===== src/rtl/pla_pkg.sv =====
// ----------------------------------------------------------------------------
// pla_pkg
// Shared constants, types and helper functions for the look-angle pipeline.
// ----------------------------------------------------------------------------
package pla_pkg;

  localparam int CORDIC_STAGES = 16;
  localparam int COORD_WIDTH   = 16;

  localparam int FRAC_BITS  = 24;
  localparam int TABLE_LEN  = 24;
  localparam int NUM_STAGES = (CORDIC_STAGES < TABLE_LEN) ? CORDIC_STAGES : TABLE_LEN;

  localparam int IN_W    = 16;
  localparam int YAW_W   = 12;
  localparam int PITCH_W = 11;

  // Datapath: Q24 coordinates plus headroom for two passes of CORDIC growth.
  localparam int DW = COORD_WIDTH + FRAC_BITS + 4;
  // Angle: 2^32 counts per turn, plus sign and overshoot headroom.
  localparam int AW = 34;
  // Gain in Q30, and the signed product z * gain.
  localparam int KW = 32;
  localparam int PW = COORD_WIDTH + KW + 1;
  localparam int GAIN_SHIFT = 30 - FRAC_BITS;

  localparam int TENTHS_PER_TURN = 3600;
  localparam int TW = AW + 12 - 32;

  localparam logic [YAW_W-1:0] YAW_LIMIT   = YAW_W'(1800);
  localparam logic [YAW_W-1:0] PITCH_LIMIT = YAW_W'(900);
  localparam logic [YAW_W-1:0] QUARTER     = YAW_W'(900);

  typedef logic signed [DW-1:0]      vec_t;
  typedef logic signed [AW-1:0]      angle_t;
  typedef logic signed [YAW_W-1:0]   yaw_t;
  typedef logic signed [PITCH_W-1:0] pitch_t;

  localparam angle_t HALF_TURN = AW'(64'sd2147483648);

  typedef struct packed {
    logic y_zero;
    logic x_zero;
    logic x_neg;
    logic y_pos;
    logic z_zero;
    logic z_pos;
  } flags_t;

  typedef struct packed {
    flags_t f;
    vec_t   gz;
    yaw_t   yaw;
  } side_t;

  // atan(2^-i) in counts of 2^32 per turn, rounded.
  function automatic angle_t atan_count(input int i);
    angle_t v;
    case (i)
      0:       v = AW'(64'd536870912);
      1:       v = AW'(64'd316933406);
      2:       v = AW'(64'd167458907);
      3:       v = AW'(64'd85004756);
      4:       v = AW'(64'd42667331);
      5:       v = AW'(64'd21354465);
      6:       v = AW'(64'd10679838);
      7:       v = AW'(64'd5340245);
      8:       v = AW'(64'd2670163);
      9:       v = AW'(64'd1335087);
      10:      v = AW'(64'd667544);
      11:      v = AW'(64'd333772);
      12:      v = AW'(64'd166886);
      13:      v = AW'(64'd83443);
      14:      v = AW'(64'd41722);
      15:      v = AW'(64'd20861);
      16:      v = AW'(64'd10430);
      17:      v = AW'(64'd5215);
      18:      v = AW'(64'd2608);
      19:      v = AW'(64'd1304);
      20:      v = AW'(64'd652);
      21:      v = AW'(64'd326);
      22:      v = AW'(64'd163);
      23:      v = AW'(64'd81);
      default: v = '0;
    endcase
    return v;
  endfunction

  // Floor square root, evaluated at elaboration only.
  function automatic logic [63:0] isqrt64(input logic [63:0] val);
    logic [63:0] v;
    logic [63:0] r;
    logic [63:0] b;
    v = val;
    r = '0;
    b = 64'd1 << 62;
    while (b > v) b = b >> 2;
    while (b != 0) begin
      if (v >= r + b) begin
        v = v - (r + b);
        r = (r >> 1) + b;
      end else begin
        r = r >> 1;
      end
      b = b >> 2;
    end
    return r;
  endfunction

  // CORDIC gain in Q30 over the stages used.
  function automatic logic [63:0] gain_q30();
    logic [63:0] k2;
    k2 = 64'd1 << 60;
    for (int i = 0; i < NUM_STAGES; i++) k2 = k2 + (k2 >> (2 * i));
    return isqrt64(k2);
  endfunction

  localparam logic [KW-1:0] GAIN_Q30 = KW'(gain_q30());

  // Sign-extend a coordinate from COORD_WIDTH bits and place it in Q24.
  function automatic vec_t coord_q(input logic [IN_W-1:0] raw);
    logic signed [COORD_WIDTH-1:0] c;
    vec_t                          e;
    c = COORD_WIDTH'(raw);
    e = DW'(c);
    return e <<< FRAC_BITS;
  endfunction

  // Angle counts to tenths of a degree, truncated toward zero and saturated.
  function automatic yaw_t to_tenths(input angle_t a, input logic [YAW_W-1:0] limit);
    logic [AW-1:0]    mag;
    logic [AW+11:0]   prod;
    logic [TW-1:0]    t;
    logic [YAW_W-1:0] ts;
    mag  = a[AW-1] ? unsigned'(-a) : unsigned'(a);
    prod = (AW + 12)'(mag) * (AW + 12)'(TENTHS_PER_TURN);
    t    = prod[AW+11:32];
    if (t > TW'(limit)) ts = limit;
    else                ts = t[YAW_W-1:0];
    return a[AW-1] ? -signed'(ts) : signed'(ts);
  endfunction

endpackage


===== src/rtl/pla_front.sv =====
// ----------------------------------------------------------------------------
// pla_front
// Input conditioning: left-half-plane fold, edge flags, and z times gain.
// ----------------------------------------------------------------------------
module pla_front (
  input  logic                       clk,
  input  logic                       rst_n,
  input  logic                       in_valid,
  output logic                       in_ready,
  input  logic [pla_pkg::IN_W-1:0]   in_point_x,
  input  logic [pla_pkg::IN_W-1:0]   in_point_y,
  input  logic [pla_pkg::IN_W-1:0]   in_point_z,
  output logic                       out_valid,
  input  logic                       out_ready,
  output pla_pkg::vec_t              out_x,
  output pla_pkg::vec_t              out_y,
  output pla_pkg::angle_t            out_a,
  output pla_pkg::side_t             out_side
);
  import pla_pkg::*;

  vec_t   x_c, y_c, z_c, xa_nxt, ya_nxt;
  angle_t a_nxt;
  flags_t f_nxt;

  logic   va_r, vb_r, rdy_a, rdy_b;
  vec_t   xa_r, ya_r, xb_r, yb_r;
  angle_t aa_r, ab_r;
  flags_t fa_r, fb_r;
  logic signed [COORD_WIDTH-1:0] za_r;
  logic signed [PW-1:0]          prod_nxt, prod_r;

  assign x_c = coord_q(in_point_x);
  assign y_c = coord_q(in_point_y);
  assign z_c = coord_q(in_point_z);

  always_comb begin
    f_nxt.y_zero = (y_c == '0);
    f_nxt.x_zero = (x_c == '0);
    f_nxt.x_neg  = x_c[DW-1];
    f_nxt.y_pos  = !y_c[DW-1] && (y_c != '0);
    f_nxt.z_zero = (z_c == '0);
    f_nxt.z_pos  = !z_c[DW-1] && (z_c != '0);
    if (x_c[DW-1]) begin
      xa_nxt = -x_c;
      ya_nxt = -y_c;
      a_nxt  = y_c[DW-1] ? -HALF_TURN : HALF_TURN;
    end else begin
      xa_nxt = x_c;
      ya_nxt = y_c;
      a_nxt  = '0;
    end
  end

  assign rdy_b    = !vb_r || out_ready;
  assign rdy_a    = !va_r || rdy_b;
  assign in_ready = rdy_a;

  assign prod_nxt = PW'(za_r) * PW'(signed'({1'b0, GAIN_Q30}));

  always_ff @(posedge clk) begin
    if (!rst_n) begin
      va_r <= 1'b0;
      vb_r <= 1'b0;
    end else begin
      if (rdy_a) va_r <= in_valid;
      if (rdy_b) vb_r <= va_r;
    end
    if (rdy_a && in_valid) begin
      xa_r <= xa_nxt;
      ya_r <= ya_nxt;
      aa_r <= a_nxt;
      fa_r <= f_nxt;
      za_r <= COORD_WIDTH'(z_c >>> FRAC_BITS);
    end
    if (rdy_b && va_r) begin
      xb_r   <= xa_r;
      yb_r   <= ya_r;
      ab_r   <= aa_r;
      fb_r   <= fa_r;
      prod_r <= prod_nxt;
    end
  end

  assign out_valid    = vb_r;
  assign out_x        = xb_r;
  assign out_y        = yb_r;
  assign out_a        = ab_r;
  assign out_side.f   = fb_r;
  assign out_side.gz  = DW'(prod_r >>> GAIN_SHIFT);
  assign out_side.yaw = '0;

endmodule


===== config.mk =====
export PLATFORM = sky130hd
export DESIGN_NAME = pla_front
export DESIGN_NICKNAME = d
export VERILOG_FILES = /design/src/rtl/pla_pkg.sv /design/src/rtl/pla_front.sv
export SDC_FILE = /design/constraint.sdc
export NUM_CORES = 1
export LEC_CHECK = 0
export BUFFER_PORTS_ARGS = -buffer_cell sky130_fd_sc_hd__buf_4
export CORE_AREA = 2 2 174 176
export DETAILED_ROUTE_END_ITERATION = 6
export DIE_AREA = 0 0 176 178
export GPL_TIMING_DRIVEN = 0
export PLACE_DENSITY_LB_ADDON = 0.25
export SLEW_MARGIN = 25
export SYNTH_ARGS = -nofsm -noshare
export SYNTH_HDL_FRONTEND = slang
export SYNTH_SLANG_ARGS = --single-unit

===== constraint.sdc =====
create_clock -name clk -period 5.95 [get_ports clk]
set_input_delay 0.595 -clock clk [delete_from_list [all_inputs] [get_ports clk]]
set_output_delay 0.595 -clock clk [all_outputs]
set_load 0.02 [all_outputs]

# Yosys cells after proc, flatten, opt, wreduce, memory -nomap -nowiden
# Cells that the tools add are included.
# classes
addsub,2
mul,1
mux,3
reduce_logical,15
# op_table
op,n
$logic_not 44->1,3
$neg 40->44,2
$reduce_bool 44->1,2
$mul 16x31->47 const B,1
$mux 44,1
$mux 39,1
$mux 34,1
$logic_and 1x1->1,4
$logic_not 1->1,4
$logic_or 1x1->1,2
# word_totals
regBits,322
in_bits,52
output_inout_bits,186
elab_cells,45

# Longest topological paths before layout
# logic_depth
depth_word,4
ltp_mapped,22
mapped_depth_nobuf,22

# Worst setup path before layout
# No wires, ideal clock.
# synth_timing
path_type,register to register
from,register za_r[15]
to,register prod_r[44] (data pin)
t_arrival_ps,5393
required_ps,5688
slack_ps,295
stages_incl_launch_ff,22
path_buffers,0
path_cell_list,edfxtp_1 ha_1 xor2_1 ha_1 a21oi_1 fa_1 fa_1 inv_1 fa_1 inv_1 fa_1 inv_1 ha_1 nand3_1 a2111oi_2 o21a_1 a31oi_1 o21ai_2 o41ai_2 o31a_1 o21ai_1 xor2_1
# synth_between
elab_chain_cells,1
# synth_lines
element,line_no,source
"start, declared",pla_front.sv:30,logic signed [COORD_WIDTH-1:0] za_r;
"start signal, assigned",pla_front.sv:74,za_r <= COORD_WIDTH'(z_c >>> FRAC_BITS);
$mul 16x31->47,pla_front.sv:59,"assign prod_nxt = PW'(za_r) * PW'(signed'({1'b0, GAIN_Q30}));"
net prod_nxt[44],pla_front.sv:31,"logic signed [PW-1:0] prod_nxt, prod_r;"
"end signal, assigned",pla_front.sv:81,prod_r <= prod_nxt;
"end, declared",pla_front.sv:31,
# The timed path passes the listed nets, and every way through them passes these cells.
# A chain may end at the register's enable or synchronous reset.

# Final worst setup path
# layout_timing
from,register za_r[9]
to,register prod_r[47] (data pin)
# The elaborated chain is that of the path after synthesis.

==> impl_metrics.tcl <==
set metrics [dict create \
    detail_route.vias_per_cell 4.660 \
    n_antenna_cell 0 \
    placement_rows 63 \
    post-dp-hpwl_microns 22080 \
    main_synth_ff_type "edfxtp_1" \
    routability_congestion_estimate 0.8896 \
    cts-root-buf "clkbuf_16" \
    final_common_cell "buf_4" \
    drt-pass1-iter-count 5 \
    power.density_cell_area_nw_per_um2 520.5 \
    grt_pass1_wl_microns 43030 \
    worst_skew_pair.late_latency_ns 0.44 \
    worstMarginPinSlew_ns 0.5950 \
    path_common_cell "fa_1" \
    synth_adder_area_share_pct 34.97 \
    cts_num_sinks 156 \
    dominant_combinational_cell_family_by_area_after_synthesis "adder cells" \
    slew_viol_final 0 \
    grt_antenna_before_repair 0 \
    p_switching_mw 3.795 \
    port_buffers 146 \
    cts_made_buffers 17 \
    via_count_of_the_first_global_routing_pass 8516 \
    synth_cell_types 59 \
    drt_first_iter_violations 440 \
    async_reset_ff_share_pct 0 \
    number_of_synthesized_flops_with_an_enable_pin 154 \
    ctsLongestPathBuffers 2 \
    relSlewSlack_pct 60.34 \
    synth_seq_area_share_pct 35.49 \
    synth_area_leader_cell "edfxtp_1" \
    areaGrowthSynthToFinish_pct 23.91 \
    final_cell_mix "buf_4, inv_1, ha_1, edfxtp_1, fa_1" \
    htree_num_levels 4 \
    synthCells 1144 \
    wl_per_cell_microns 15.06 \
    ys_seq_elements 156 \
    cp.arrival_ns 6.07 \
    postRouteWirelength_microns 27760 \
    crit_slowest_cell "edfxtp_1" \
    swShare_pct 44.77 \
    post_synth_xor_xnor_area_pct 4.465 \
    cp_required_ns 6.19 \
    sequence_of_cells_on_the_critical_path "ha_1 -> ha_1 -> fa_1 -> inv_1 -> fa_1 -> fa_1 -> fa_1 -> inv_1 -> ha_1 -> clkbuf_1 -> nand2_1 -> nor2_1 -> a31oi_4 -> o21a_1 -> or3_1 -> o211ai_1" \
    final_setup_fails 0 \
    drive_gt1_share_pct 24.09 \
    netlist.area_leader.share_pct 35.18 \
    synth_compound_gate_area_share_pct 7.082 \
    num_vias 8589 \
    postSynthAreaPerCell_sq_um 11.49 \
    synth_simple_gate_area_share_pct 5.578 \
    globalRouteOverflowTotal 0 \
    finalHoldViolCount 0 \
    power.combinational.fraction_pct 66.2 \
    minimum_clock_period_ns 5.837 \
    finish.utilization_pct 55.39 \
    top_level_i_o_count 238 \
    dieHeight_microns 178 \
    postRouteAntennaNets 0 \
    hold_ws_ns 0.3434 \
    drc 0 \
    pwr-share-seq_pct 20.1 \
    yosys-top-cells-area "edfxtp_1, ha_1, fa_1, inv_1, buf_4" \
    worst_clock_skew_ns 0.01617 \
    core_area_sq_um 29400 \
    status "complete, no violations" \
    path_clk_slew_ns 0.09 \
    static_leakage_nw 7.942 \
    max_clock_freq_mhz 171.3 \
    hold_path.class "input port to flip-flop" \
    fin_crit_sh_pct 98.10 \
    p_int_mw 4.682 \
    cpPeakStageDelay_ns 0.56 \
    post_synth_instance_area_sq_um 13140 \
    worst_ir_drop_vdd_v 0.0003934 \
    clock_power_share_pct 13.6 \
    setup.worst_path.start_class "flip-flop" \
    grt_max_degree 43 \
    cts_hold_repair.buffers 0 \
    maximum_fanout_along_the_worst_path 8 \
    nNetsFinal 1794 \
    floorplan.initialDensity_pct 44.70 \
    cap_violations 0 \
    critical_path.endpoint_type "flip-flop" \
    synthMuxAreaShare_pct 0.07615 \
    cts_tree "yes" \
    timing.setup.critical_path_class "flip-flop to flip-flop" \
    floorplan.die_area_sq_um 31330 \
    synthesis.yosys.warnings 0 \
    grt_util_overall_pct 17.78 \
    die_width_microns 176 \
]
==> Yosys cell counts (16+ instances only) <==
cell	instances
fa_1	109
buf_4	94
o21ai_0	20
nand2_1	31
nor2_1	35
inv_1	233
edfxtp_1	154
ha_1	193
a21o_1	28
a21oi_1	34
xnor2_1	51
xor2_1	16
==> sequential cells by signal, indices dropped and copies added (netlist names) <==
signal,count
out_a,2
prod_r,42
out_x,20
aa_r,2
ya_r,20
fa_r,6
out_side,6
za_r,16
out_y,20
xa_r,20
va_r,1
out_valid,1
==> path summary, 6_finish.rpt <==
path | from | to | slack (ns) | cells past startpoint
setup / recovery | za_r[9]$_DFFE_PP_ | prod_r[47]$_DFFE_PP_ | 0.11 | 16
hold / removal | in_point_x[0] | xa_r[24]$_DFFE_PP_ | 0.34 | 1
setup reg to reg | za_r[9]$_DFFE_PP_ | prod_r[47]$_DFFE_PP_ | 0.11 | 16
hold reg to reg | ya_r[24]$_DFFE_PP_ | out_y[24]$_DFFE_PP_ | 0.42 | 0
==> power groups by stage <==
stage	Combinational, mW	Sequential, mW	Clock (mW)
2_1_floorplan	3.77	1.91	0
3_3_place_gp	5.06	1.75	0
3_5_place_dp	5.13	1.74	0
4_1_cts	5.34	1.71	1.18
5_1_grt	6.34	1.72	1.22
6_report	5.61	1.71	1.16
==> layout make-up <==
| class | count | area, sq um |
|---|---|---|
| multi-input combinational | 744 | 7432 |
| buffer | 104 | 743.2 |
| inverter | 233 | 874.6 |
| clock buffer | 17 | 425.4 |
| timing repair buffer | 184 | 1458 |
| sequential | 156 | 4664 |
| tap | 390 | 488.0 |
| clock inverter | 15 | 201.4 |
| fill | 2544 | 13120 |
==> through the flow <==
stage | setup TNS, ns | power, mW | cell area [sq um] | setup WS [ns] | cells
after global placement | -119.58 | 6.805 | 15080 | -1.306 | 1773
after detailed placement | -3.939 | 6.877 | 15200 | -0.6553 | 1778
after floorplan | 0 | 5.684 | 13490 | 0.2953 | 1237
after global routing | -0.03823 | 9.287 | 16290 | -0.02469 | 1843
final | 0 | 8.477 | 16290 | 0.1129 | 1843
after CTS | -0.009385 | 8.240 | 16010 | -0.009385 | 1823
==> metal layers <==
metal	wire [microns]	vias to the layer above	global-route usage [%]
met5	0	-	0
met4	463	0	5.269
met3	1694	31	4.753
met2	14170	211	30.97
met1	11440	4109	21.71
li1	-	4238	-
==> kinds of logic after synthesis <==
| kind of cell | count (synthesis) |
|---|---|
| buffers and inverters | 337 |
| adders and majority gates | 302 |
| DFF | 156 |
| and+or+nand+nor | 144 |
| AOI/OAI and AO/OA | 136 |
| xor gates and xnor gates | 67 |
| other | 1 |
| muxes | 1 |
==> repair_timing <==
item | CTS | global route
gates resized for setup | 14 | 25
endpoints found under the setup margin | 17 | 8
buffers inserted | 13 | 20
pin swaps | 6 | 18
==> critical path: cells and delay by family (launching register included) <==
| family | cells | cell delay, ns |
|---|---|---|
| flip-flops | 1 | 0.56 |
| AND/OR/NAND/NOR | 3 | 0.91 |
| buffers and inverters | 3 | 0.38 |
| adder cells (fa/ha/maj) | 7 | 3.17 |
| AO/OA/AOI/OAI | 3 | 0.59 |
(Power assumes the default switching activity.)
