[src/rtl/pla_pkg.sv]
// ----------------------------------------------------------------------------
// pla_pkg
// Shared constants, types and helper functions for the look-angle pipeline.
// ----------------------------------------------------------------------------
package pla_pkg;

  localparam int CORDIC_STAGES = 16;
  localparam int COORD_WIDTH   = 16;

  localparam int FRAC_BITS  = 24;
  localparam int TABLE_LEN  = 24;
  localparam int NUM_STAGES = (CORDIC_STAGES < TABLE_LEN) ? CORDIC_STAGES : TABLE_LEN;

  localparam int IN_W    = 16;
  localparam int YAW_W   = 12;
  localparam int PITCH_W = 11;

  // Datapath: Q24 coordinates plus headroom for two passes of CORDIC growth.
  localparam int DW = COORD_WIDTH + FRAC_BITS + 4;
  // Angle: 2^32 counts per turn, plus sign and overshoot headroom.
  localparam int AW = 34;
  // Gain in Q30, and the signed product z * gain.
  localparam int KW = 32;
  localparam int PW = COORD_WIDTH + KW + 1;
  localparam int GAIN_SHIFT = 30 - FRAC_BITS;

  localparam int TENTHS_PER_TURN = 3600;
  localparam int TW = AW + 12 - 32;

  localparam logic [YAW_W-1:0] YAW_LIMIT   = YAW_W'(1800);
  localparam logic [YAW_W-1:0] PITCH_LIMIT = YAW_W'(900);
  localparam logic [YAW_W-1:0] QUARTER     = YAW_W'(900);

  typedef logic signed [DW-1:0]      vec_t;
  typedef logic signed [AW-1:0]      angle_t;
  typedef logic signed [YAW_W-1:0]   yaw_t;
  typedef logic signed [PITCH_W-1:0] pitch_t;

  localparam angle_t HALF_TURN = AW'(64'sd2147483648);

  typedef struct packed {
    logic y_zero;
    logic x_zero;
    logic x_neg;
    logic y_pos;
    logic z_zero;
    logic z_pos;
  } flags_t;

  typedef struct packed {
    flags_t f;
    vec_t   gz;
    yaw_t   yaw;
  } side_t;

  // atan(2^-i) in counts of 2^32 per turn, rounded.
  function automatic angle_t atan_count(input int i);
    angle_t v;
    case (i)
      0:       v = AW'(64'd536870912);
      1:       v = AW'(64'd316933406);
      2:       v = AW'(64'd167458907);
      3:       v = AW'(64'd85004756);
      4:       v = AW'(64'd42667331);
      5:       v = AW'(64'd21354465);
      6:       v = AW'(64'd10679838);
      7:       v = AW'(64'd5340245);
      8:       v = AW'(64'd2670163);
      9:       v = AW'(64'd1335087);
      10:      v = AW'(64'd667544);
      11:      v = AW'(64'd333772);
      12:      v = AW'(64'd166886);
      13:      v = AW'(64'd83443);
      14:      v = AW'(64'd41722);
      15:      v = AW'(64'd20861);
      16:      v = AW'(64'd10430);
      17:      v = AW'(64'd5215);
      18:      v = AW'(64'd2608);
      19:      v = AW'(64'd1304);
      20:      v = AW'(64'd652);
      21:      v = AW'(64'd326);
      22:      v = AW'(64'd163);
      23:      v = AW'(64'd81);
      default: v = '0;
    endcase
    return v;
  endfunction

  // Floor square root, evaluated at elaboration only.
  function automatic logic [63:0] isqrt64(input logic [63:0] val);
    logic [63:0] v;
    logic [63:0] r;
    logic [63:0] b;
    v = val;
    r = '0;
    b = 64'd1 << 62;
    while (b > v) b = b >> 2;
    while (b != 0) begin
      if (v >= r + b) begin
        v = v - (r + b);
        r = (r >> 1) + b;
      end else begin
        r = r >> 1;
      end
      b = b >> 2;
    end
    return r;
  endfunction

  // CORDIC gain in Q30 over the stages used.
  function automatic logic [63:0] gain_q30();
    logic [63:0] k2;
    k2 = 64'd1 << 60;
    for (int i = 0; i < NUM_STAGES; i++) k2 = k2 + (k2 >> (2 * i));
    return isqrt64(k2);
  endfunction

  localparam logic [KW-1:0] GAIN_Q30 = KW'(gain_q30());

  // Sign-extend a coordinate from COORD_WIDTH bits and place it in Q24.
  function automatic vec_t coord_q(input logic [IN_W-1:0] raw);
    logic signed [COORD_WIDTH-1:0] c;
    vec_t                          e;
    c = COORD_WIDTH'(raw);
    e = DW'(c);
    return e <<< FRAC_BITS;
  endfunction

  // Angle counts to tenths of a degree, truncated toward zero and saturated.
  function automatic yaw_t to_tenths(input angle_t a, input logic [YAW_W-1:0] limit);
    logic [AW-1:0]    mag;
    logic [AW+11:0]   prod;
    logic [TW-1:0]    t;
    logic [YAW_W-1:0] ts;
    mag  = a[AW-1] ? unsigned'(-a) : unsigned'(a);
    prod = (AW + 12)'(mag) * (AW + 12)'(TENTHS_PER_TURN);
    t    = prod[AW+11:32];
    if (t > TW'(limit)) ts = limit;
    else                ts = t[YAW_W-1:0];
    return a[AW-1] ? -signed'(ts) : signed'(ts);
  endfunction

endpackage

[src/rtl/pla_pitch.sv]
// ----------------------------------------------------------------------------
// pla_pitch
// Pitch in tenths after the second pass; holds the result register.
// ----------------------------------------------------------------------------
module pla_pitch (
  input  logic            clk,
  input  logic            rst_n,
  input  logic            in_valid,
  output logic            in_ready,
  input  pla_pkg::angle_t in_a,
  input  pla_pkg::side_t  in_side,
  output logic            out_valid,
  input  logic            out_ready,
  output pla_pkg::yaw_t   out_yaw,
  output pla_pkg::pitch_t out_pitch
);
  import pla_pkg::*;

  logic   v_r;
  yaw_t   yaw_r;
  pitch_t pitch_r;
  yaw_t   pitch_nxt;

  always_comb begin
    if (in_side.f.z_zero) begin
      pitch_nxt = '0;
    end else if (in_side.f.x_zero && in_side.f.y_zero) begin
      pitch_nxt = in_side.f.z_pos ? signed'(PITCH_LIMIT) : -signed'(PITCH_LIMIT);
    end else begin
      pitch_nxt = to_tenths(in_a, PITCH_LIMIT);
    end
  end

  assign in_ready = !v_r || out_ready;

  always_ff @(posedge clk) begin
    if (!rst_n) begin
      v_r <= 1'b0;
    end else if (in_ready) begin
      v_r <= in_valid;
    end
    if (in_ready && in_valid) begin
      yaw_r   <= in_side.yaw;
      pitch_r <= pitch_nxt[PITCH_W-1:0];
    end
  end

  assign out_valid = v_r;
  assign out_yaw   = yaw_r;
  assign out_pitch = pitch_r;

endmodule

[config.mk]
export PLATFORM = sky130hd
export DESIGN_NAME = pla_pitch
export DESIGN_NICKNAME = d
export VERILOG_FILES = /design/src/rtl/pla_pkg.sv /design/src/rtl/pla_pitch.sv
export SDC_FILE = /design/constraint.sdc
export NUM_CORES = 1
export LEC_CHECK = 0
export BUFFER_PORTS_ARGS = -buffer_cell sky130_fd_sc_hd__buf_2
export CAP_MARGIN = 10
export CORE_UTILIZATION = 55
export DETAILED_ROUTE_END_ITERATION = 10
export GPL_TIMING_DRIVEN = 0
export PLACE_DENSITY = 0.9
export SYNTH_ARGS = -nofsm -noshare
export SYNTH_HDL_FRONTEND = slang
export SYNTH_SLANG_ARGS = --single-unit
[constraint.sdc]
create_clock -name clk -period 12.5 [get_ports clk]
set_input_delay 2.5 -clock clk [delete_from_list [all_inputs] [get_ports clk]]
set_output_delay 2.5 -clock clk [all_outputs]
set_load 0.005 [all_outputs]
[Word-level counts from Yosys, hierarchy flattened]
Index checks and enable logic that the tools add are counted.
Word-level totals
  word-level logic and storage cells: 18
  input bits: 100
  register bits after elaboration: 24
  output and inout port bits: 25
Cells by class
  magnitude comparators: 1
  $add $sub $neg: 2
  reductions and logical operators: 4
  multiply operators: 1
  mux-type cells: 7
Operator list (count)
  $mux W11: 6
  $mul A34 B8 Y42 const B: 1
  $mux W34: 1
  $neg A34 Y34: 1
  $gt A14 B10 Y1 const B: 1
  $neg A11 Y11: 1
  $logic_and A1 B1 Y1: 2
  $logic_not A1 Y1: 1
  $logic_or A1 B1 Y1: 1

[Depth between registers and ports, before layout]
Gate-level depths: netlist (run 1).
  word-level depth: 10
  mapped depth: 35
  depth with buffers taken out: 33

[Least setup slack after synthesis (run 1)]
OpenSTA, ideal clock, no wires.
  path kind: in2reg
  from: input port in_a[8]
  to: register pitch_r[6] (netlist: out_pitch[6]), data pin
  path buffers: 1
  stages on the path: 32
  setup slack: 2.529 ns
  data arrival time: 9.690 ns
  cell sequence: or4_1 > nor3_1 > nand3_1 > nor2_1 > nand3_1 > or4_1 > nor4_1 > nor2_1 > xor2_1 > inv_1 > fa_1 > inv_1 > ha_1 > fa_1 > ha_1 > ha_1 > clkbuf_1 > nand2_1 > or4_1 > o211ai_1 > nor3_1 > mux2_2 > o2111ai_1 > nor2_1 > and2_4 > or3b_1 > ha_1 > nand2b_1 > nor4_1 > o211ai_1 > nand3_1 > o311ai_0
Between the ends
  word-level cells in the longest chain between the ends: 10
RTL lines
  start, declared: RTL line pla_pitch.sv:10  | input pla_pkg::angle_t in_a,
  $neg A34 Y34: RTL line pla_pkg.sv:135  | mag = a[AW-1] ? unsigned'(-a) : unsigned'(a);
  $mux W34 (*): RTL line pla_pkg.sv:135
  $mul A34 B8 Y42 (*): RTL line pla_pkg.sv:136  | prod = (AW + 12)'(mag) * (AW + 12)'(TENTHS_PER_TURN);
  $gt A14 B10 Y1: RTL line pla_pkg.sv:138  | if (t > TW'(limit)) ts = limit;
  $mux W11 (*): RTL line pla_pkg.sv:138
  $mux W11 (*): RTL line pla_pitch.sv:27  | end else if (in_side.f.x_zero && in_side.f.y_zero) begin
  $mux W11 (*): RTL line pla_pitch.sv:25  | if (in_side.f.z_zero) begin
  $neg A11 Y11: RTL line pla_pkg.sv:140  | return a[AW-1] ? -signed'(ts) : signed'(ts);
  $mux W11 (*): RTL line pla_pkg.sv:140
  $mux W11 (*): RTL line pla_pitch.sv:27
  end signal, assigned: RTL line pla_pitch.sv:44  | pitch_r <= pitch_nxt[PITCH_W-1:0];
  end, declared: RTL line pla_pitch.sv:21  | pitch_t pitch_r;
Mark *: on every way between the ends. The rest lies on a longest branch, timed or not. The select of a mux whose other input is x is not followed.
A chain may end at the register's enable or synchronous reset.

[Worst setup path in the final report (run 1)]
Ends and elaborated chain as after synthesis.

==> results of run 1 <==
-- cell usage after synthesis (13+ instances only) --
cell type / number / share of area (%)
xor2_1: 31 / 4.3
nor2_1: 31 / 1.9
nor3_1: 17 / 1.4
o21ai_0: 26 / 2.1
inv_1: 76 / 4.6
o31ai_1: 13 / 1.6
a21o_1: 22 / 2.6
nand3_1: 21 / 1.7
xnor2_1: 45 / 6.3
nand2_1: 45 / 2.7
fa_1: 30 / 9.6
edfxtp_1: 23 / 11
ha_1: 134 / 27
a21oi_1: 36 / 2.9
-- cell type report --
type / instances / area share, %
Buffer: 15 / 1.02
Clock buffer: 4 / 1.14
Inverter: 77 / 4.19
Multi-Input combinational cell: 599 / 75.3
Sequential cell: 24 / 10.3
Tap cell: 140 / 2.54
Timing Repair Buffer: 76 / 5.51
-- routing by layer --
layer / up-vias / part of all wire [%] / global-route usage [%]
met5: - / 0 / 0
met2: 192 / 50 / 47.5
met4: 0 / 2.6 / 6.37
met3: 30 / 5.5 / 1.67
li1: 2779 / - / -
met1: 2657 / 42 / 30.6
-- through the flow --
| stage | power, mW | setup slack (ps) | utilization (%) | instance area (sq um) |
|---|---|---|---|---|
| detailed placement | 1.97 | 1020 | 62.1 | 6820 |
| finish | 2.09 | 1230 | 62.9 | 6900 |
| CTS | 2.06 | 1240 | 62.9 | 6900 |
| global placement | 1.90 | 1300 | 62.1 | 6820 |
| global route | 2.32 | 628 | 62.9 | 6900 |
| floorplan | 1.58 | 2530 | - | 6270 |
-- worst min-delay path, stage by stage (launching register included) --
cell and delay, ps:
dfxtp_1 300, nand2b_1 90, a21boi_0 80
-- kinds of logic (layout without fill, tap and decap cells) --
logic type / after synthesis / in the layout / synth area share, %
buf+inv: 92 / 172 / 5.73
fa+ha+maj: 173 / 173 / 37.8
compound gates: 172 / 172 / 19.1
flops: 24 / 24 / 11.3
mux: 5 / 5 / 0.818
xor+xnor: 77 / 77 / 10.9
simple gates: 172 / 172 / 14.4
-- report_power, final --
part / internal [mW] / switching [mW] / leakage, nW / total [mW]
clock: 0.0435 / 0.0247 / 0.0382 / 0.0682
combinational: 0.752 / 1.15 / 3.10 / 1.90
sequential: 0.109 / 0.00301 / 0.234 / 0.112
total: 0.905 / 1.18 / 3.37 / 2.09
-- flip-flops by register name, indices dropped and copies added (netlist names) --
signal	flops
out_valid	1
out_pitch	11
out_yaw	12
-- final timing paths --
kind / startpoint / end / slack [ps] / depth (start not counted)
setup / recovery: in_a[8] / out_pitch[6] / 1230 / 32
hold / removal: out_valid / out_valid / 520 / 2
setup reg to reg: out_valid / out_yaw[4] / 10920 / 2
hold reg to reg: out_valid / out_valid / 520 / 2
==> impl_metrics.env, run 1 <==
export IMPL_crit_path_end_kind="register"
export IMPL_drt_initial_drc_count=331
export IMPL_leakagePower_nw=3.37
export IMPL_multi_input_area_sq_um=5200
export IMPL_setup_viol=0
export IMPL_yosysWarnings=0
export IMPL_seqCellArea_sq_um=711
export IMPL_tritoncts="built"
export IMPL_cts_root_buf="clkbuf_16"
export IMPL_worst_path_most_repeated_cell="ha_1"
export IMPL_final_cells=935
export IMPL_hold_class="reg2reg"
export IMPL_syn_cell_area_sq_um=6270
export IMPL_final_cell_mix="ha_1 (134), buf_2 (78), inv_1 (76)"
export IMPL_cts_sinks=24
export IMPL_drc_errors=0
export IMPL_antenna_found_initial=0
export IMPL_wire_per_inst_um=15.2
export IMPL_pin_count=125
export IMPL_synth_cell_type_count=78
export IMPL_cts_resized=0
export IMPL_whs_ps=517
export IMPL_cts_made_buffers=3
export IMPL_clockBufferDepth=2
export IMPL_synthFlopType="edfxtp_1"
export IMPL_chipWidth_um=109
export IMPL_hold_viol=0
export IMPL_cts_setup_buffers=0
export IMPL_diodes=0
export IMPL_port_buffers=76
export IMPL_fin_crit_sh_pct=90.2
export IMPL_finalSetupTns_ps=0
export IMPL_grt_start_max_net_pins=24
export IMPL_cpPeakStageDelay_ps=560
export IMPL_dieArea_sq_um=11800
export IMPL_worstPathMaxFanout=8
export IMPL_cpLargestDelayFamily="simple AND/OR/NAND/NOR gates"
export IMPL_peakVddDrop_v=0.000218
export IMPL_core_area_sq_um=11000
export IMPL_drv_cap=0
export IMPL_nets=1060
export IMPL_rows=38
export IMPL_drive_above_1_share_pct=13.0
export IMPL_drt_pass1_iterations=5
export IMPL_fillers=917
export IMPL_fin_worst_skew_ps=3.13
export IMPL_slew_headroom_pct=32.9
export IMPL_vias=5658
export IMPL_max_freq_ghz=0.0887
export IMPL_rsz0062_at_grt="no"
export IMPL_die_h_um=109
export IMPL_ys_ff_latch=24
export IMPL_crit_slowest_cell="or4_1"
export IMPL_syn_inst=715
export IMPL_clk_latency_ps=250
export IMPL_place_gp_congestion=0.930
export IMPL_maxSlewViolCount=0
export IMPL_path_class="in2reg"
export IMPL_routed_wl_um=14200
export IMPL_track_usage_pct=25.1
export IMPL_grt_ovfl_total=0
export IMPL_outcome="finished clean"
export IMPL_final_common_cell="ha_1"
export IMPL_antenna_left=0
export IMPL_synth_edf_count=23
export IMPL_power_density_nw_per_um2=302
export IMPL_synth_async_reset_ratio_pct=0
export IMPL_grt_pass1_vias=5604
export IMPL_synth_seq_area_share_pct=11.3
export IMPL_postCtsHoldBufs=0
export IMPL_grt_first_pass_wirelength_um=24300
export IMPL_dp_hpwl_um=12100
export IMPL_initial_core_util_pct=57.1
export IMPL_worst_pin_slew_ps=1010
export IMPL_syn_nets=979
export IMPL_htreeDepth=1
export IMPL_start_kind="input port"
export IMPL_syn_to_final_growth_pct=10.1
export IMPL_vias_per_cell=6.05
export IMPL_clk_pin_slew_worst_paths_ps=60
export IMPL_avgSynthCellArea_sq_um=8.77
export IMPL_cp_required_ps=12530
export IMPL_critPathBufInv=4
export IMPL_critical_path_arrival_ps=11310
export IMPL_dp_cells=931
export IMPL_layout_min_cycle_time_ps=11270
Power figures use the tool's default switching activity.
==> run 2: changes to the inputs <==
--- a/config.mk
+++ b/config.mk
@@ -7,10 +7,13 @@
 export LEC_CHECK = 0
 export BUFFER_PORTS_ARGS = -buffer_cell sky130_fd_sc_hd__buf_2
 export CAP_MARGIN = 10
-export CORE_UTILIZATION = 55
+export CELL_PAD_IN_SITES_DETAIL_PLACEMENT = 1
+export CELL_PAD_IN_SITES_GLOBAL_PLACEMENT = 2
+export CORE_UTILIZATION = 35
 export DETAILED_ROUTE_END_ITERATION = 10
 export GPL_TIMING_DRIVEN = 0
-export PLACE_DENSITY = 0.9
+export PLACE_DENSITY = 0.94
+export RECOVER_POWER = 100
 export SYNTH_ARGS = -nofsm -noshare
 export SYNTH_HDL_FRONTEND = slang
 export SYNTH_SLANG_ARGS = --single-unit
==> run 2 against run 1 <==
  * Global-route usage shrank 6.6 points
  * Via count shrank 2.5%
  * Die area grew 56%
  * Largest power group unchanged
==> impl_metrics.env, run 2 (synthesized netlist as in run 1, its figures left out) <==
export IMPL_path_class="in2reg"
export IMPL_cts_sinks=24
export IMPL_grt_ovfl_total=0
export IMPL_maxUsedRoutingLayer="met4"
export IMPL_critPathBufInv=4
export IMPL_core_area_sq_um=17400
export IMPL_vias_per_cell=5.41
export IMPL_worstSetupStartpoint="in_a[8]"
export IMPL_worst_pin_slew_ps=1460
export IMPL_diodes=0
export IMPL_postCtsHoldBufs=0
export IMPL_fillers=2133
export IMPL_fin_crit_sh_pct=91.9
export IMPL_grt_first_pass_wirelength_um=27800
export IMPL_peakVddDrop_v=0.000103
export IMPL_dieArea_sq_um=18400
export IMPL_fin_area_sq_um=7000
export IMPL_final_common_cell="ha_1"
export IMPL_wire_per_inst_um=16.2
export IMPL_cts_made_buffers=3
export IMPL_cp_required_ps=12540
export IMPL_nets=1060
export IMPL_maxSlewViolCount=0
export IMPL_cts_resized=0
export IMPL_syn_to_final_growth_pct=11.7
export IMPL_r2r_end="out_yaw[0]"
export IMPL_placed_cell_area_sq_um=6930
export IMPL_r2r_setup_slack_ps=10560
export IMPL_chipWidth_um=136
export IMPL_die_h_um=136
export IMPL_antenna_left=0
export IMPL_grt_pass1_vias=5784
export IMPL_hold_end="out_valid"
export IMPL_initial_core_util_pct=36.0
export IMPL_drt_initial_drc_count=185
export IMPL_worst_path_most_repeated_cell="ha_1"
export IMPL_slew_headroom_pct=2.83
export IMPL_htreeDepth=1
export IMPL_dp_worst_setup_slack_ps=775
export IMPL_reg2reg_from="out_valid"
export IMPL_critical_path_arrival_ps=11520
export IMPL_drv_cap=0
export IMPL_routed_wl_um=16500
export IMPL_hold_class="reg2reg"
export IMPL_port_buffers=76
export IMPL_worst_slack_ps=1010
export IMPL_track_usage_pct=18.5
export IMPL_setup_viol=0
export IMPL_dr_wl_met2_um=8360
export IMPL_place_gp_congestion=0.824
export IMPL_cts_setup_buffers=0
export IMPL_final_core_util_pct=40.2
export IMPL_wl_met3_um=405
export IMPL_vias=5517
export IMPL_crit_path_end_kind="register"
export IMPL_drt_pass1_iterations=4
export IMPL_grt_start_max_net_pins=24
export IMPL_max_freq_ghz=0.0871
export IMPL_worstHoldStart="out_valid"
export IMPL_largest_register_ffs=12
export IMPL_rows=48
export IMPL_whs_path_depth=2
export IMPL_m1WireLength_um=7560
export IMPL_final_cell_mix="ha_1 (134), inv_1 (76), buf_2 (58)"
export IMPL_crit_slowest_cell="nor4_1"
export IMPL_seqCellArea_sq_um=711
export IMPL_clk_pin_slew_worst_paths_ps=70
export IMPL_finalSetupTns_ps=0
export IMPL_antenna_found_initial=0
export IMPL_hold_viol=0
export IMPL_leakagePower_nw=3.32
export IMPL_start_kind="input port"
export IMPL_power_mw=2.10
export IMPL_clk_latency_ps=260
export IMPL_worstPathMaxFanout=8
export IMPL_drive_above_1_share_pct=10.3
export IMPL_fin_worst_skew_ps=7.15
export IMPL_ff2ff_path_depth=2
export IMPL_dp_hpwl_um=14300
export IMPL_power_density_nw_per_um2=300
export IMPL_pin_count=125
export IMPL_cpLargestDelayFamily="simple AND/OR/NAND/NOR gates"
export IMPL_cts_root_buf="clkbuf_16"
export IMPL_cpPeakStageDelay_ps=630
export IMPL_rsz0062_at_grt="no"
export IMPL_outcome="finished clean"
export IMPL_layout_min_cycle_time_ps=11490
export IMPL_tritoncts="built"
export IMPL_multi_input_area_sq_um=5190
export IMPL_drc_errors=0
export IMPL_clockBufferDepth=2
[run 2: changes by cell type in the layout (fill, tap and decap cells not counted), sizes merged]
cell,previous run,this run
bufinv,0,1
clkbuf,13,32
buf,82,62
[run 2: metrics by stage]
stage | hold WS (ps) | cells
after floorplan | 537 | 715
after global placement | 507 | 1016
after detailed placement | 539 | 1016
after CTS | 550 | 1020
after global routing | 569 | 1020
final | 550 | 1020
[run 2: per-layer routing]
layer / GRT usage (%) / vias up
met5: 0 / -
met4: 2.18 / 0
met3: 0.932 / 10
met2: 35.0 / 60
met1: 23.6 / 2671
li1: - / 2776
[run 2: power by group]
part,switching [mW],internal [mW]
Combinational,1.16,0.741
Clock,0.0273,0.0636
Sequential,0.00346,0.109
[run 2: area by class of cell]
cell class              count  area share, %
plain buffers              15           1.00
clock inverters             1          0.429
multi-input cells         599           74.1
inverters                  77           4.13
flip-flops and latches     24           10.2
well taps                 225           4.02
repair buffers             76           5.08
clock buffers               3           1.07
[run 2: worst min-delay path, stage by stage (launching register included)]
cell and delay [ps]:
dfxtp_1 310, nand2b_1 100, a21boi_0 90
[run 2: how the worst max path moves through the flow]
stage | to | slack [ps] | cells after the start
global route | out_pitch[6] | 310 | 32
finish | out_pitch[6] | 1010 | 32
detailed placement | out_pitch[6] | 780 | 32
floorplan | out_pitch[6] | 2530 | 32
global placement | out_pitch[6] | 970 | 32
CTS | out_pitch[6] | 1030 | 32
