**config.mk**
```make
export PLATFORM = sky130hd
export DESIGN_NAME = pla_yaw
export DESIGN_NICKNAME = d
export VERILOG_FILES = /design/src/rtl/pla_pkg.sv /design/src/rtl/pla_yaw.sv
export SDC_FILE = /design/constraint.sdc
export NUM_CORES = 1
export LEC_CHECK = 0
export ABC_AREA = 0
export BUFFER_PORTS_ARGS = -buffer_cell sky130_fd_sc_hd__buf_2
export CAP_MARGIN = 20
export CORE_MARGIN = 2
export CORE_UTILIZATION = 55
export DETAILED_ROUTE_END_ITERATION = 16
export GPL_TIMING_DRIVEN = 1
export PLACE_DENSITY_LB_ADDON = 0.25
export REMOVE_ABC_BUFFERS = 1
export SKIP_LAST_GASP = 1
export SYNTH_ARGS = -nofsm -noshare
export SYNTH_HDL_FRONTEND = slang
export SYNTH_SLANG_ARGS = --single-unit
```
**constraint.sdc**
```tcl
create_clock -name clk -period 16.7 [get_ports clk]
set_clock_uncertainty 0.1 [all_clocks]
set_input_delay 1.67 -clock clk [delete_from_list [all_inputs] [get_ports clk]]
set_output_delay 1.67 -clock clk [all_outputs]
set_load 0.02 [all_outputs]
```
**src/rtl/pla_pkg.sv**
```systemverilog
// ----------------------------------------------------------------------------
// pla_pkg
// Shared constants, types and helper functions for the look-angle pipeline.
// ----------------------------------------------------------------------------
package pla_pkg;

  localparam int CORDIC_STAGES = 16;
  localparam int COORD_WIDTH   = 16;

  localparam int FRAC_BITS  = 24;
  localparam int TABLE_LEN  = 24;
  localparam int NUM_STAGES = (CORDIC_STAGES < TABLE_LEN) ? CORDIC_STAGES : TABLE_LEN;

  localparam int IN_W    = 16;
  localparam int YAW_W   = 12;
  localparam int PITCH_W = 11;

  // Datapath: Q24 coordinates plus headroom for two passes of CORDIC growth.
  localparam int DW = COORD_WIDTH + FRAC_BITS + 4;
  // Angle: 2^32 counts per turn, plus sign and overshoot headroom.
  localparam int AW = 34;
  // Gain in Q30, and the signed product z * gain.
  localparam int KW = 32;
  localparam int PW = COORD_WIDTH + KW + 1;
  localparam int GAIN_SHIFT = 30 - FRAC_BITS;

  localparam int TENTHS_PER_TURN = 3600;
  localparam int TW = AW + 12 - 32;

  localparam logic [YAW_W-1:0] YAW_LIMIT   = YAW_W'(1800);
  localparam logic [YAW_W-1:0] PITCH_LIMIT = YAW_W'(900);
  localparam logic [YAW_W-1:0] QUARTER     = YAW_W'(900);

  typedef logic signed [DW-1:0]      vec_t;
  typedef logic signed [AW-1:0]      angle_t;
  typedef logic signed [YAW_W-1:0]   yaw_t;
  typedef logic signed [PITCH_W-1:0] pitch_t;

  localparam angle_t HALF_TURN = AW'(64'sd2147483648);

  typedef struct packed {
    logic y_zero;
    logic x_zero;
    logic x_neg;
    logic y_pos;
    logic z_zero;
    logic z_pos;
  } flags_t;

  typedef struct packed {
    flags_t f;
    vec_t   gz;
    yaw_t   yaw;
  } side_t;

  // atan(2^-i) in counts of 2^32 per turn, rounded.
  function automatic angle_t atan_count(input int i);
    angle_t v;
    case (i)
      0:       v = AW'(64'd536870912);
      1:       v = AW'(64'd316933406);
      2:       v = AW'(64'd167458907);
      3:       v = AW'(64'd85004756);
      4:       v = AW'(64'd42667331);
      5:       v = AW'(64'd21354465);
      6:       v = AW'(64'd10679838);
      7:       v = AW'(64'd5340245);
      8:       v = AW'(64'd2670163);
      9:       v = AW'(64'd1335087);
      10:      v = AW'(64'd667544);
      11:      v = AW'(64'd333772);
      12:      v = AW'(64'd166886);
      13:      v = AW'(64'd83443);
      14:      v = AW'(64'd41722);
      15:      v = AW'(64'd20861);
      16:      v = AW'(64'd10430);
      17:      v = AW'(64'd5215);
      18:      v = AW'(64'd2608);
      19:      v = AW'(64'd1304);
      20:      v = AW'(64'd652);
      21:      v = AW'(64'd326);
      22:      v = AW'(64'd163);
      23:      v = AW'(64'd81);
      default: v = '0;
    endcase
    return v;
  endfunction

  // Floor square root, evaluated at elaboration only.
  function automatic logic [63:0] isqrt64(input logic [63:0] val);
    logic [63:0] v;
    logic [63:0] r;
    logic [63:0] b;
    v = val;
    r = '0;
    b = 64'd1 << 62;
    while (b > v) b = b >> 2;
    while (b != 0) begin
      if (v >= r + b) begin
        v = v - (r + b);
        r = (r >> 1) + b;
      end else begin
        r = r >> 1;
      end
      b = b >> 2;
    end
    return r;
  endfunction

  // CORDIC gain in Q30 over the stages used.
  function automatic logic [63:0] gain_q30();
    logic [63:0] k2;
    k2 = 64'd1 << 60;
    for (int i = 0; i < NUM_STAGES; i++) k2 = k2 + (k2 >> (2 * i));
    return isqrt64(k2);
  endfunction

  localparam logic [KW-1:0] GAIN_Q30 = KW'(gain_q30());

  // Sign-extend a coordinate from COORD_WIDTH bits and place it in Q24.
  function automatic vec_t coord_q(input logic [IN_W-1:0] raw);
    logic signed [COORD_WIDTH-1:0] c;
    vec_t                          e;
    c = COORD_WIDTH'(raw);
    e = DW'(c);
    return e <<< FRAC_BITS;
  endfunction

  // Angle counts to tenths of a degree, truncated toward zero and saturated.
  function automatic yaw_t to_tenths(input angle_t a, input logic [YAW_W-1:0] limit);
    logic [AW-1:0]    mag;
    logic [AW+11:0]   prod;
    logic [TW-1:0]    t;
    logic [YAW_W-1:0] ts;
    mag  = a[AW-1] ? unsigned'(-a) : unsigned'(a);
    prod = (AW + 12)'(mag) * (AW + 12)'(TENTHS_PER_TURN);
    t    = prod[AW+11:32];
    if (t > TW'(limit)) ts = limit;
    else                ts = t[YAW_W-1:0];
    return a[AW-1] ? -signed'(ts) : signed'(ts);
  endfunction

endpackage

```
**src/rtl/pla_yaw.sv**
```systemverilog
// ----------------------------------------------------------------------------
// pla_yaw
// Yaw in tenths after the first pass; sets up the elevation pass.
// ----------------------------------------------------------------------------
module pla_yaw (
  input  logic            clk,
  input  logic            rst_n,
  input  logic            in_valid,
  output logic            in_ready,
  input  pla_pkg::vec_t   in_x,
  input  pla_pkg::angle_t in_a,
  input  pla_pkg::side_t  in_side,
  output logic            out_valid,
  input  logic            out_ready,
  output pla_pkg::vec_t   out_x,
  output pla_pkg::vec_t   out_y,
  output pla_pkg::angle_t out_a,
  output pla_pkg::side_t  out_side
);
  import pla_pkg::*;

  logic  v_r;
  vec_t  x_r;
  side_t s_r;
  yaw_t  yaw_nxt;

  always_comb begin
    if (in_side.f.y_zero) begin
      yaw_nxt = in_side.f.x_neg ? signed'(YAW_LIMIT) : '0;
    end else if (in_side.f.x_zero) begin
      yaw_nxt = in_side.f.y_pos ? signed'(QUARTER) : -signed'(QUARTER);
    end else begin
      yaw_nxt = to_tenths(in_a, YAW_LIMIT);
    end
  end

  assign in_ready = !v_r || out_ready;

  always_ff @(posedge clk) begin
    if (!rst_n) begin
      v_r <= 1'b0;
    end else if (in_ready) begin
      v_r <= in_valid;
    end
    if (in_ready && in_valid) begin
      x_r      <= in_x;
      s_r.f    <= in_side.f;
      s_r.gz   <= in_side.gz;
      s_r.yaw  <= yaw_nxt;
    end
  end

  assign out_valid = v_r;
  assign out_x     = x_r;
  assign out_y     = s_r.gz;
  assign out_a     = '0;
  assign out_side  = s_r;

endmodule

```
# [Yosys cells after proc, flatten, opt, wreduce, memory -nomap -nowiden]
# Cells that the tools add are included.
[totals] out_inout_bits=186 ff_bits=107 word_cells=26
[classes] n_mux=9 magnitude_cmp=1 add_sub_neg=2 reduce_logical=3 multipliers=1
[op_table] cell="12-bit 2-to-1 mux" n=7
[op_table] cell="34-bit by 8-bit multiplier with 42-bit output (second input constant)" n=1
[op_table] cell="34-bit 2-to-1 mux" n=1
[op_table] cell="34-bit negation" n=1
[op_table] cell="14-bit by 11-bit > comparator with 1-bit output (second input constant)" n=1
[op_table] cell="12-bit negation" n=1
[op_table] cell="11-bit 2-to-1 mux" n=1
[op_table] cell="1-bit logical AND" n=1
[op_table] cell="1-bit logical NOT" n=1
[op_table] cell="1-bit logical OR" n=1

# [Depth between registers and ports, before layout]
# Gate-level depths: netlist (run 1).
[depth] ltp_word=11 ltp_mapped=36 mapped_depth_nobuf=34

# [Least setup slack after synthesis (run 1)]
# No wires, ideal clock.
[synth_timing] kind="input-to-reg" start="input port in_a[8]" end="register s_r (netlist bit out_side[6]) (data pin)" cell_stages=28 t_arrival_ns=9.814 setup_ns=0.266 slack_ns=6.520 path_buffers=0 path_cell_list="or4_4 > or3_1 > or3_4 > or4_1 > or4_4 > nand2b_4 > or3_4 > or4_4 > fa_1 > inv_1 > ha_1 > ha_1 > ha_1 > ha_1 > a21o_1 > a31o_2 > a221o_1 > a2111oi_0 > nor3b_1 > nor3_1 > a21boi_1 > nand2_1 > ha_1 > nand2_1 > o41ai_1 > o2bb2a_1 > mux2i_1 > a221oi_1"
[synth_via] elab_chain_len=11
[synth_lines] item="start: declaration" line_no="pla_yaw.sv:11" source="input pla_pkg::angle_t in_a,"
[synth_lines] item="34-bit negation" line_no="pla_pkg.sv:135" source="mag = a[AW-1] ? unsigned'(-a) : unsigned'(a);"
[synth_lines] item="34-bit 2-to-1 mux (*)" line_no="pla_pkg.sv:135"
[synth_lines] item="34-bit by 8-bit multiplier with 42-bit output (*)" line_no="pla_pkg.sv:136" source="prod = (AW + 12)'(mag) * (AW + 12)'(TENTHS_PER_TURN);"
[synth_lines] item="14-bit by 11-bit > comparator with 1-bit output" line_no="pla_pkg.sv:138" source="if (t > TW'(limit)) ts = limit;"
[synth_lines] item="12-bit 2-to-1 mux (*)" line_no="pla_pkg.sv:138"
[synth_lines] item="12-bit 2-to-1 mux (*)" line_no="pla_yaw.sv:30" source="end else if (in_side.f.x_zero) begin"
[synth_lines] item="12-bit 2-to-1 mux (*)" line_no="pla_yaw.sv:28" source="if (in_side.f.y_zero) begin"
[synth_lines] item="12-bit negation" line_no="pla_pkg.sv:140" source="return a[AW-1] ? -signed'(ts) : signed'(ts);"
[synth_lines] item="12-bit 2-to-1 mux (*)" line_no="pla_pkg.sv:140"
[synth_lines] item="12-bit 2-to-1 mux (*)" line_no="pla_yaw.sv:30"
[synth_lines] item="12-bit 2-to-1 mux (*)" line_no="pla_yaw.sv:28"
[synth_lines] item="end: declaration" line_no="pla_yaw.sv:24" source="side_t s_r;"
# Mark *: on every way between the ends. The rest lies on a longest branch, timed or not. The select of a mux whose other input is x is not followed.
# A chain may end at the register's enable or synchronous reset.

# [Final worst setup path (run 1)]
# Ends and elaborated chain as after synthesis.

==> results_dict.tcl, run 1 <==
set metrics [dict create \
    ys_seq_elements 107 \
    end_kind "register" \
    fin_area_sq_mm 0.01114 \
    rsz0062_at_grt "false" \
    placed_area_sq_mm 0.01082 \
    antenna_found_initial 3 \
    layout-drive-gt1-share_pct 28.17 \
    synth_simple_gate_area_share_pct 10.65 \
    drtIter0Drc 538 \
    rows 48 \
    ir_drop_mv 0.1026 \
    gp_congestion 0.8737 \
    synth_ff_type "edfxtp_1" \
    synth.area.top_cells "edfxtp_1 (33%), ha_1 (17%), fa_1 (6.2%)" \
    slowest_stage "xor2_1" \
    grt_pass1_vias 7063 \
    yosysMostFrequentCell "ha_1" \
    synth_compound_gate_area_share_pct 13.88 \
    post_cts_buffers 0 \
    detail_route.wl_per_cell_um 18.72 \
    cap_violations 0 \
    clockBufferDepth 2 \
    pwr-share-clk_pct 10.4 \
    syn_to_final_growth_pct 15.63 \
    maxSlewViolCount 0 \
    grt_max_degree 80 \
    numCtsBuffers 9 \
    leakage_nw 5.229 \
    cts_root_buffer "clkbuf_16" \
    ant_nets 0 \
    die_w_um 136.4 \
    h-tree-depth 3 \
    power_density_mw_per_mm2 188.0 \
    synth-async-reset-ratio_pct 0 \
    hold_depth 2 \
    ff2ff_setup_slack_ns 14.46 \
    grt_pass1_wl_um 38210 \
    initial_core_util_pct 55.90 \
    pin_count 330 \
    internal_power_mw 1.027 \
    cp_max_fo 10 \
    synth-seq-area-share_pct 33.24 \
    dr.pass1.iters 5 \
    track_usage_pct 26.82 \
    p_seq_share_pct 16.0 \
    fmax_mhz 94.13 \
    outcome "completed" \
    max_slew_margin_pct 34.61 \
    hold_path_class "register to register" \
    crit_family "compound AO/OA/AOI/OAI gates" \
    yosys-top-cells-count "ha_1 (134), edfxtp_1 (106), buf_4 (78)" \
    synth_area_leader_cell "edfxtp_1" \
    synth_top_family_by_area "adder cells" \
    crit_top_cell "ha_1" \
    fin_nets 1464 \
    cts_resized 0 \
    grt_overflow 0 \
    fin_crit_ns 10.62 \
    dp_hpwl_um 21500 \
    r2r-start "out_valid$_SDFFE_PN0N_" \
    ff2ff_path_depth 3 \
    worstPathArrival_ns 10.64 \
    synth_cell_types 75 \
    worstReg2RegEnd "out_y[4]$_DFFE_PP_" \
    holdPathEnd "out_valid$_SDFFE_PN0N_" \
    synth_xor_area_share_pct 7.207 \
    hp-start "out_valid$_SDFFE_PN0N_" \
    cp_data_required_time_ns 16.72 \
    tns_ns 0 \
    insertion_delay_ns 0.34 \
    hold_viol 0 \
    synth_edf_count 106 \
    routed_wl_um 25960 \
    cts_tree "built" \
    syn_avg_cell_area_sq_um 10.45 \
    cp_num_buf_inv 3 \
    netlist_area_sq_mm 0.009635 \
    synthAdderAreaFrac_pct 24.57 \
    via_count 7782 \
    clock_sinks 107 \
    die_area_sq_mm 0.01859 \
    cts_hold_buf 0 \
    worst_pin_slew_ns 0.9809 \
    critPathKind "input port to register" \
    yosysWarnings 0 \
    p_sw_share_pct 51.00 \
    synth_top_area_share_pct 33.03 \
    via_per_inst 5.611 \
    die_h_um 136.4 \
    power_frac_comb_pct 73.6 \
    core_sq_mm 0.01724 \
    syn_inst 922 \
    portBuffers 283 \
    switching_power_mw 1.068 \
    max_stage_delay_ns 0.59 \
    startpoint_type "input port" \
    cts.clk_slew.worst_paths_ns 0.08 \
    yosys-mux-area-fraction_pct 0.7402 \
    drc_errors 0 \
    fin_crit_sh_pct 63.61 \
    utilization_pct 64.64 \
    finalSetupViolCount 0 \
]
## flip-flops by register name, indices dropped and copies added, names as in the netlist
signal and count:
out_x 44, out_y 44, out_side 18, out_valid 1
## layer usage
metal  up-vias  wire (um)  track usage, %  part of all wire [%]
li1       3740          -               -                     -
met2       282      12110           43.10                    47
met5         -         22               0                 0.085
met1      3719      11430           37.28                    44
met3        37       1923           5.332                   7.4
met4         4        464           6.655                   1.8
## metrics by stage
stage	hold slack [ns]	instances	power [mW]	worst slack, ns
5_1_grt	0.5421	1386	2.308	5.494
3_3_place_gp	0.4788	1369	1.833	5.382
3_5_place_dp	0.4840	1369	1.844	5.284
2_1_floorplan	0.6496	859	1.494	6.522
6_report	0.5156	1387	2.095	6.077
4_1_cts	0.4987	1385	2.079	5.582
## worst max path at each step
stage	start	to	slack [ns]	cells past startpoint
after floorplan	in_a[8]	out_side[6]$_SDFFCE_PP0P_	6.52	28
after global placement	in_a[8]	out_side[6]$_SDFFCE_PP0P_	5.38	31
after detailed placement	in_a[8]	out_side[6]$_SDFFCE_PP0P_	5.28	31
after CTS	in_a[8]	out_side[6]$_SDFFCE_PP0P_	5.58	31
after global routing	in_a[8]	out_side[6]$_SDFFCE_PP0P_	5.49	32
final	in_a[8]	out_side[6]$_SDFFCE_PP0P_	6.08	32
## worst register-to-register path: cells and delay by family, from the launching register on
kind                   cells  cell delay, ns
AND/OR/NAND/NOR            2            0.54
buffers and inverters      1            0.85
flip-flops                 1            0.34
## cell families after synthesis
logic type	count (synthesis)
mux	7
other cells	1
flops	107
buf+inv	170
fa+ha+maj	173
xor+xnor	75
compound gates	196
simple gates	193
## power groups by stage
stage               sequential [mW]  clock [mW]  combinational [mW]
floorplan                     0.375           0                1.12
global placement              0.340           0                1.49
detailed placement            0.340           0                1.50
CTS                           0.335       0.222                1.52
global route                  0.337       0.229                1.74
finish                        0.335       0.219                1.54
## final cells by class
class	instances	area (sq um)
well taps	225	281.5
flip-flops and latches	107	3203
fillers	1468	6095
inverters	74	277.8
clock inverters	7	86.33
diodes	1	2.502
repair buffers	286	1439
multi-input cells	678	5627
clock buffers	9	225.2
## placed cells by master (no fill, tap or decap), types with 5 or more instances in the layout
master / Yosys / layout
a211oi_1: 14 / 14
a21o_1: 20 / 20
a21oi_1: 42 / 42
a221oi_1: 6 / 6
a31o_2: 7 / 7
a31oi_1: 7 / 7
and2_1: 12 / 11
and3_1: 8 / 8
buf_2: 1 / 283
clkbuf_16: 0 / 9
conb_1: 1 / 34
edfxtp_1: 106 / 106
fa_1: 30 / 30
ha_1: 134 / 134
inv_1: 74 / 74
maj3_1: 9 / 9
mux2i_1: 6 / 6
nand2_1: 52 / 52
nand2b_1: 6 / 6
nand3_1: 13 / 13
nand4_1: 10 / 10
nor2_1: 34 / 34
nor3_1: 16 / 16
nor4_1: 7 / 7
o211ai_1: 11 / 11
o21ai_0: 32 / 32
o21bai_1: 7 / 7
o31ai_1: 12 / 12
or3_1: 5 / 5
or4_1: 5 / 5
xnor2_1: 48 / 48
xor2_1: 22 / 22
(Power assumes the default switching activity.)
==> run 2: changes to the inputs <==
--- a/config.mk
+++ b/config.mk
@@ -9,7 +9,7 @@
 export BUFFER_PORTS_ARGS = -buffer_cell sky130_fd_sc_hd__buf_2
 export CAP_MARGIN = 20
 export CORE_MARGIN = 2
-export CORE_UTILIZATION = 55
+export CORE_UTILIZATION = 47
 export DETAILED_ROUTE_END_ITERATION = 16
 export GPL_TIMING_DRIVEN = 1
 export PLACE_DENSITY_LB_ADDON = 0.25
==> constraint.sdc (replaced) <==
create_clock -name clk -period 9.35 [get_ports clk]
set_clock_uncertainty 0.1 [all_clocks]
set_input_delay 0.935 -clock clk [delete_from_list [all_inputs] [get_ports clk]]
set_output_delay 0.935 -clock clk [all_outputs]
set_load 0.02 [all_outputs]
==> results_dict.tcl, run 2 (same netlist as run 1, synthesis figures left out) <==
set metrics [dict create \
    final_cell_mix "buf_2 (283), ha_1 (134), edfxtp_1 (106)" \
    clockBufferDepth 2 \
    maxSlewViolCount 0 \
    power_density_mw_per_mm2 352.5 \
    track_usage_pct 23.75 \
    leakage_nw 5.507 \
    fin_crit_ns 8.936 \
    preCtsSetupSlack_ns -0.09574 \
    rows 52 \
    mostFrequentLayoutCell "buf_2" \
    fin_nets 1517 \
    insertion_delay_ns 0.36 \
    cp_data_required_time_ns 9.45 \
    cts.clk_slew.worst_paths_ns 0.09 \
    detail_route.wl_per_cell_um 17.93 \
    cp_max_fo 5 \
    crit_top_cell "ha_1" \
    cts_tree "built" \
    fill_cells 1819 \
    antenna_found_initial 5 \
    fin_hold_ws_ns 0.4689 \
    max_slew_margin_pct 36.61 \
    cts_root_buffer "clkbuf_16" \
    ir_drop_mv 0.1689 \
    numCtsBuffers 9 \
    die_h_um 147.2 \
    core_sq_mm 0.02017 \
    syn_to_final_growth_pct 20.76 \
    critPathKind "input port to register" \
    tns_ns 0 \
    die_area_sq_mm 0.02166 \
    layout-drive-gt1-share_pct 31.71 \
    fin_crit_sh_pct 95.57 \
    gp_congestion 0.8560 \
    grt_overflow 0 \
    finalSetupViolCount 0 \
    end_kind "register" \
    drc_errors 0 \
    dp_cells 1466 \
    via_per_inst 5.248 \
    hold_path_class "register to register" \
    grt_max_degree 57 \
    hold_viol 0 \
    grt_pass1_wl_um 39580 \
    dp_hpwl_um 22580 \
    worstPathArrival_ns 9.03 \
    via_count 7809 \
    ant_nets 0 \
    startpoint_type "input port" \
    total_power_mw 4.102 \
    drtIter0Drc 510 \
    setup_ws_ns 0.4137 \
    outcome "completed" \
    fmax_mhz 111.9 \
    slowest_stage "or4_4" \
    h-tree-depth 3 \
    max_stage_delay_ns 0.54 \
    finalNonFillerCells 1488 \
    dr.pass1.iters 5 \
    rsz0062_at_grt "true" \
    routed_wl_um 26690 \
    pin_count 330 \
    portBuffers 283 \
    clock_sinks 107 \
    worst_pin_slew_ns 0.9441 \
    die_w_um 147.2 \
    initial_core_util_pct 47.77 \
    cap_violations 0 \
    grt_pass1_vias 7304 \
]
## run 2: final cells by class
class / count / area [sq um] / area share (%)
Antenna cell: 4 / 10.01 / 0.08602
Clock inverter: 7 / 88.84 / 0.7634
Tap cell: 270 / 337.8 / 2.903
Timing Repair Buffer: 339 / 1837 / 15.78
Multi-Input combinational cell: 678 / 5657 / 48.61
Sequential cell: 107 / 3203 / 27.53
Inverter: 74 / 277.8 / 2.387
Clock buffer: 9 / 225.2 / 1.935
## run 2: path summary, 6_finish.rpt
path	slack (ns)	startpoint	endpoint	cells past startpoint
worst min-delay path	0.47	out_valid$_SDFFE_PN0N_	out_valid$_SDFFE_PN0N_	2
worst max register to register	7.09	out_valid$_SDFFE_PN0N_	out_side[0]$_SDFFCE_PP0P_	3
worst min register to register	0.47	out_valid$_SDFFE_PN0N_	out_valid$_SDFFE_PN0N_	2
worst max-delay path	0.41	in_a[8]	out_side[10]$_DFFE_PP_	31
## run 2: repair_timing
action	in CTS	in global routing
endpoints found under the setup margin	0	4
resized for setup	0	8
setup buffers	0	2
hold buffers	0	0
## run 2: where the power goes
group / internal [mW] / switching (mW) / total, mW
sequential: 0.580 / 0.0156 / 0.596
combinational: 1.32 / 1.79 / 3.11
clock: 0.194 / 0.199 / 0.393
total: 2.10 / 2.00 / 4.10
## run 2: worst max-delay path, delay by kind of cell
family          cells  cell delay (ns)
compound gates      6             0.95
buf+inv             2             0.22
fa+ha+maj           6             1.84
simple gates       15             4.46
mux                 1             0.35
xor+xnor            1             0.24
## run 2: per-stage QoR
stage          util, %  area [sq um]
2_1_floorplan        -          9105
3_3_place_gp     55.86         11270
3_5_place_dp     55.86         11270
4_1_cts          57.42         11580
5_1_grt          57.68         11630
6_report         57.69         11640
## run 2: routing by layer
metal / global-route usage, % / wire length (um)
met3: 4.099 / 1642
met2: 40.16 / 12940
met4: 7.260 / 505
met5: 0 / 31
met1: 31.26 / 11560
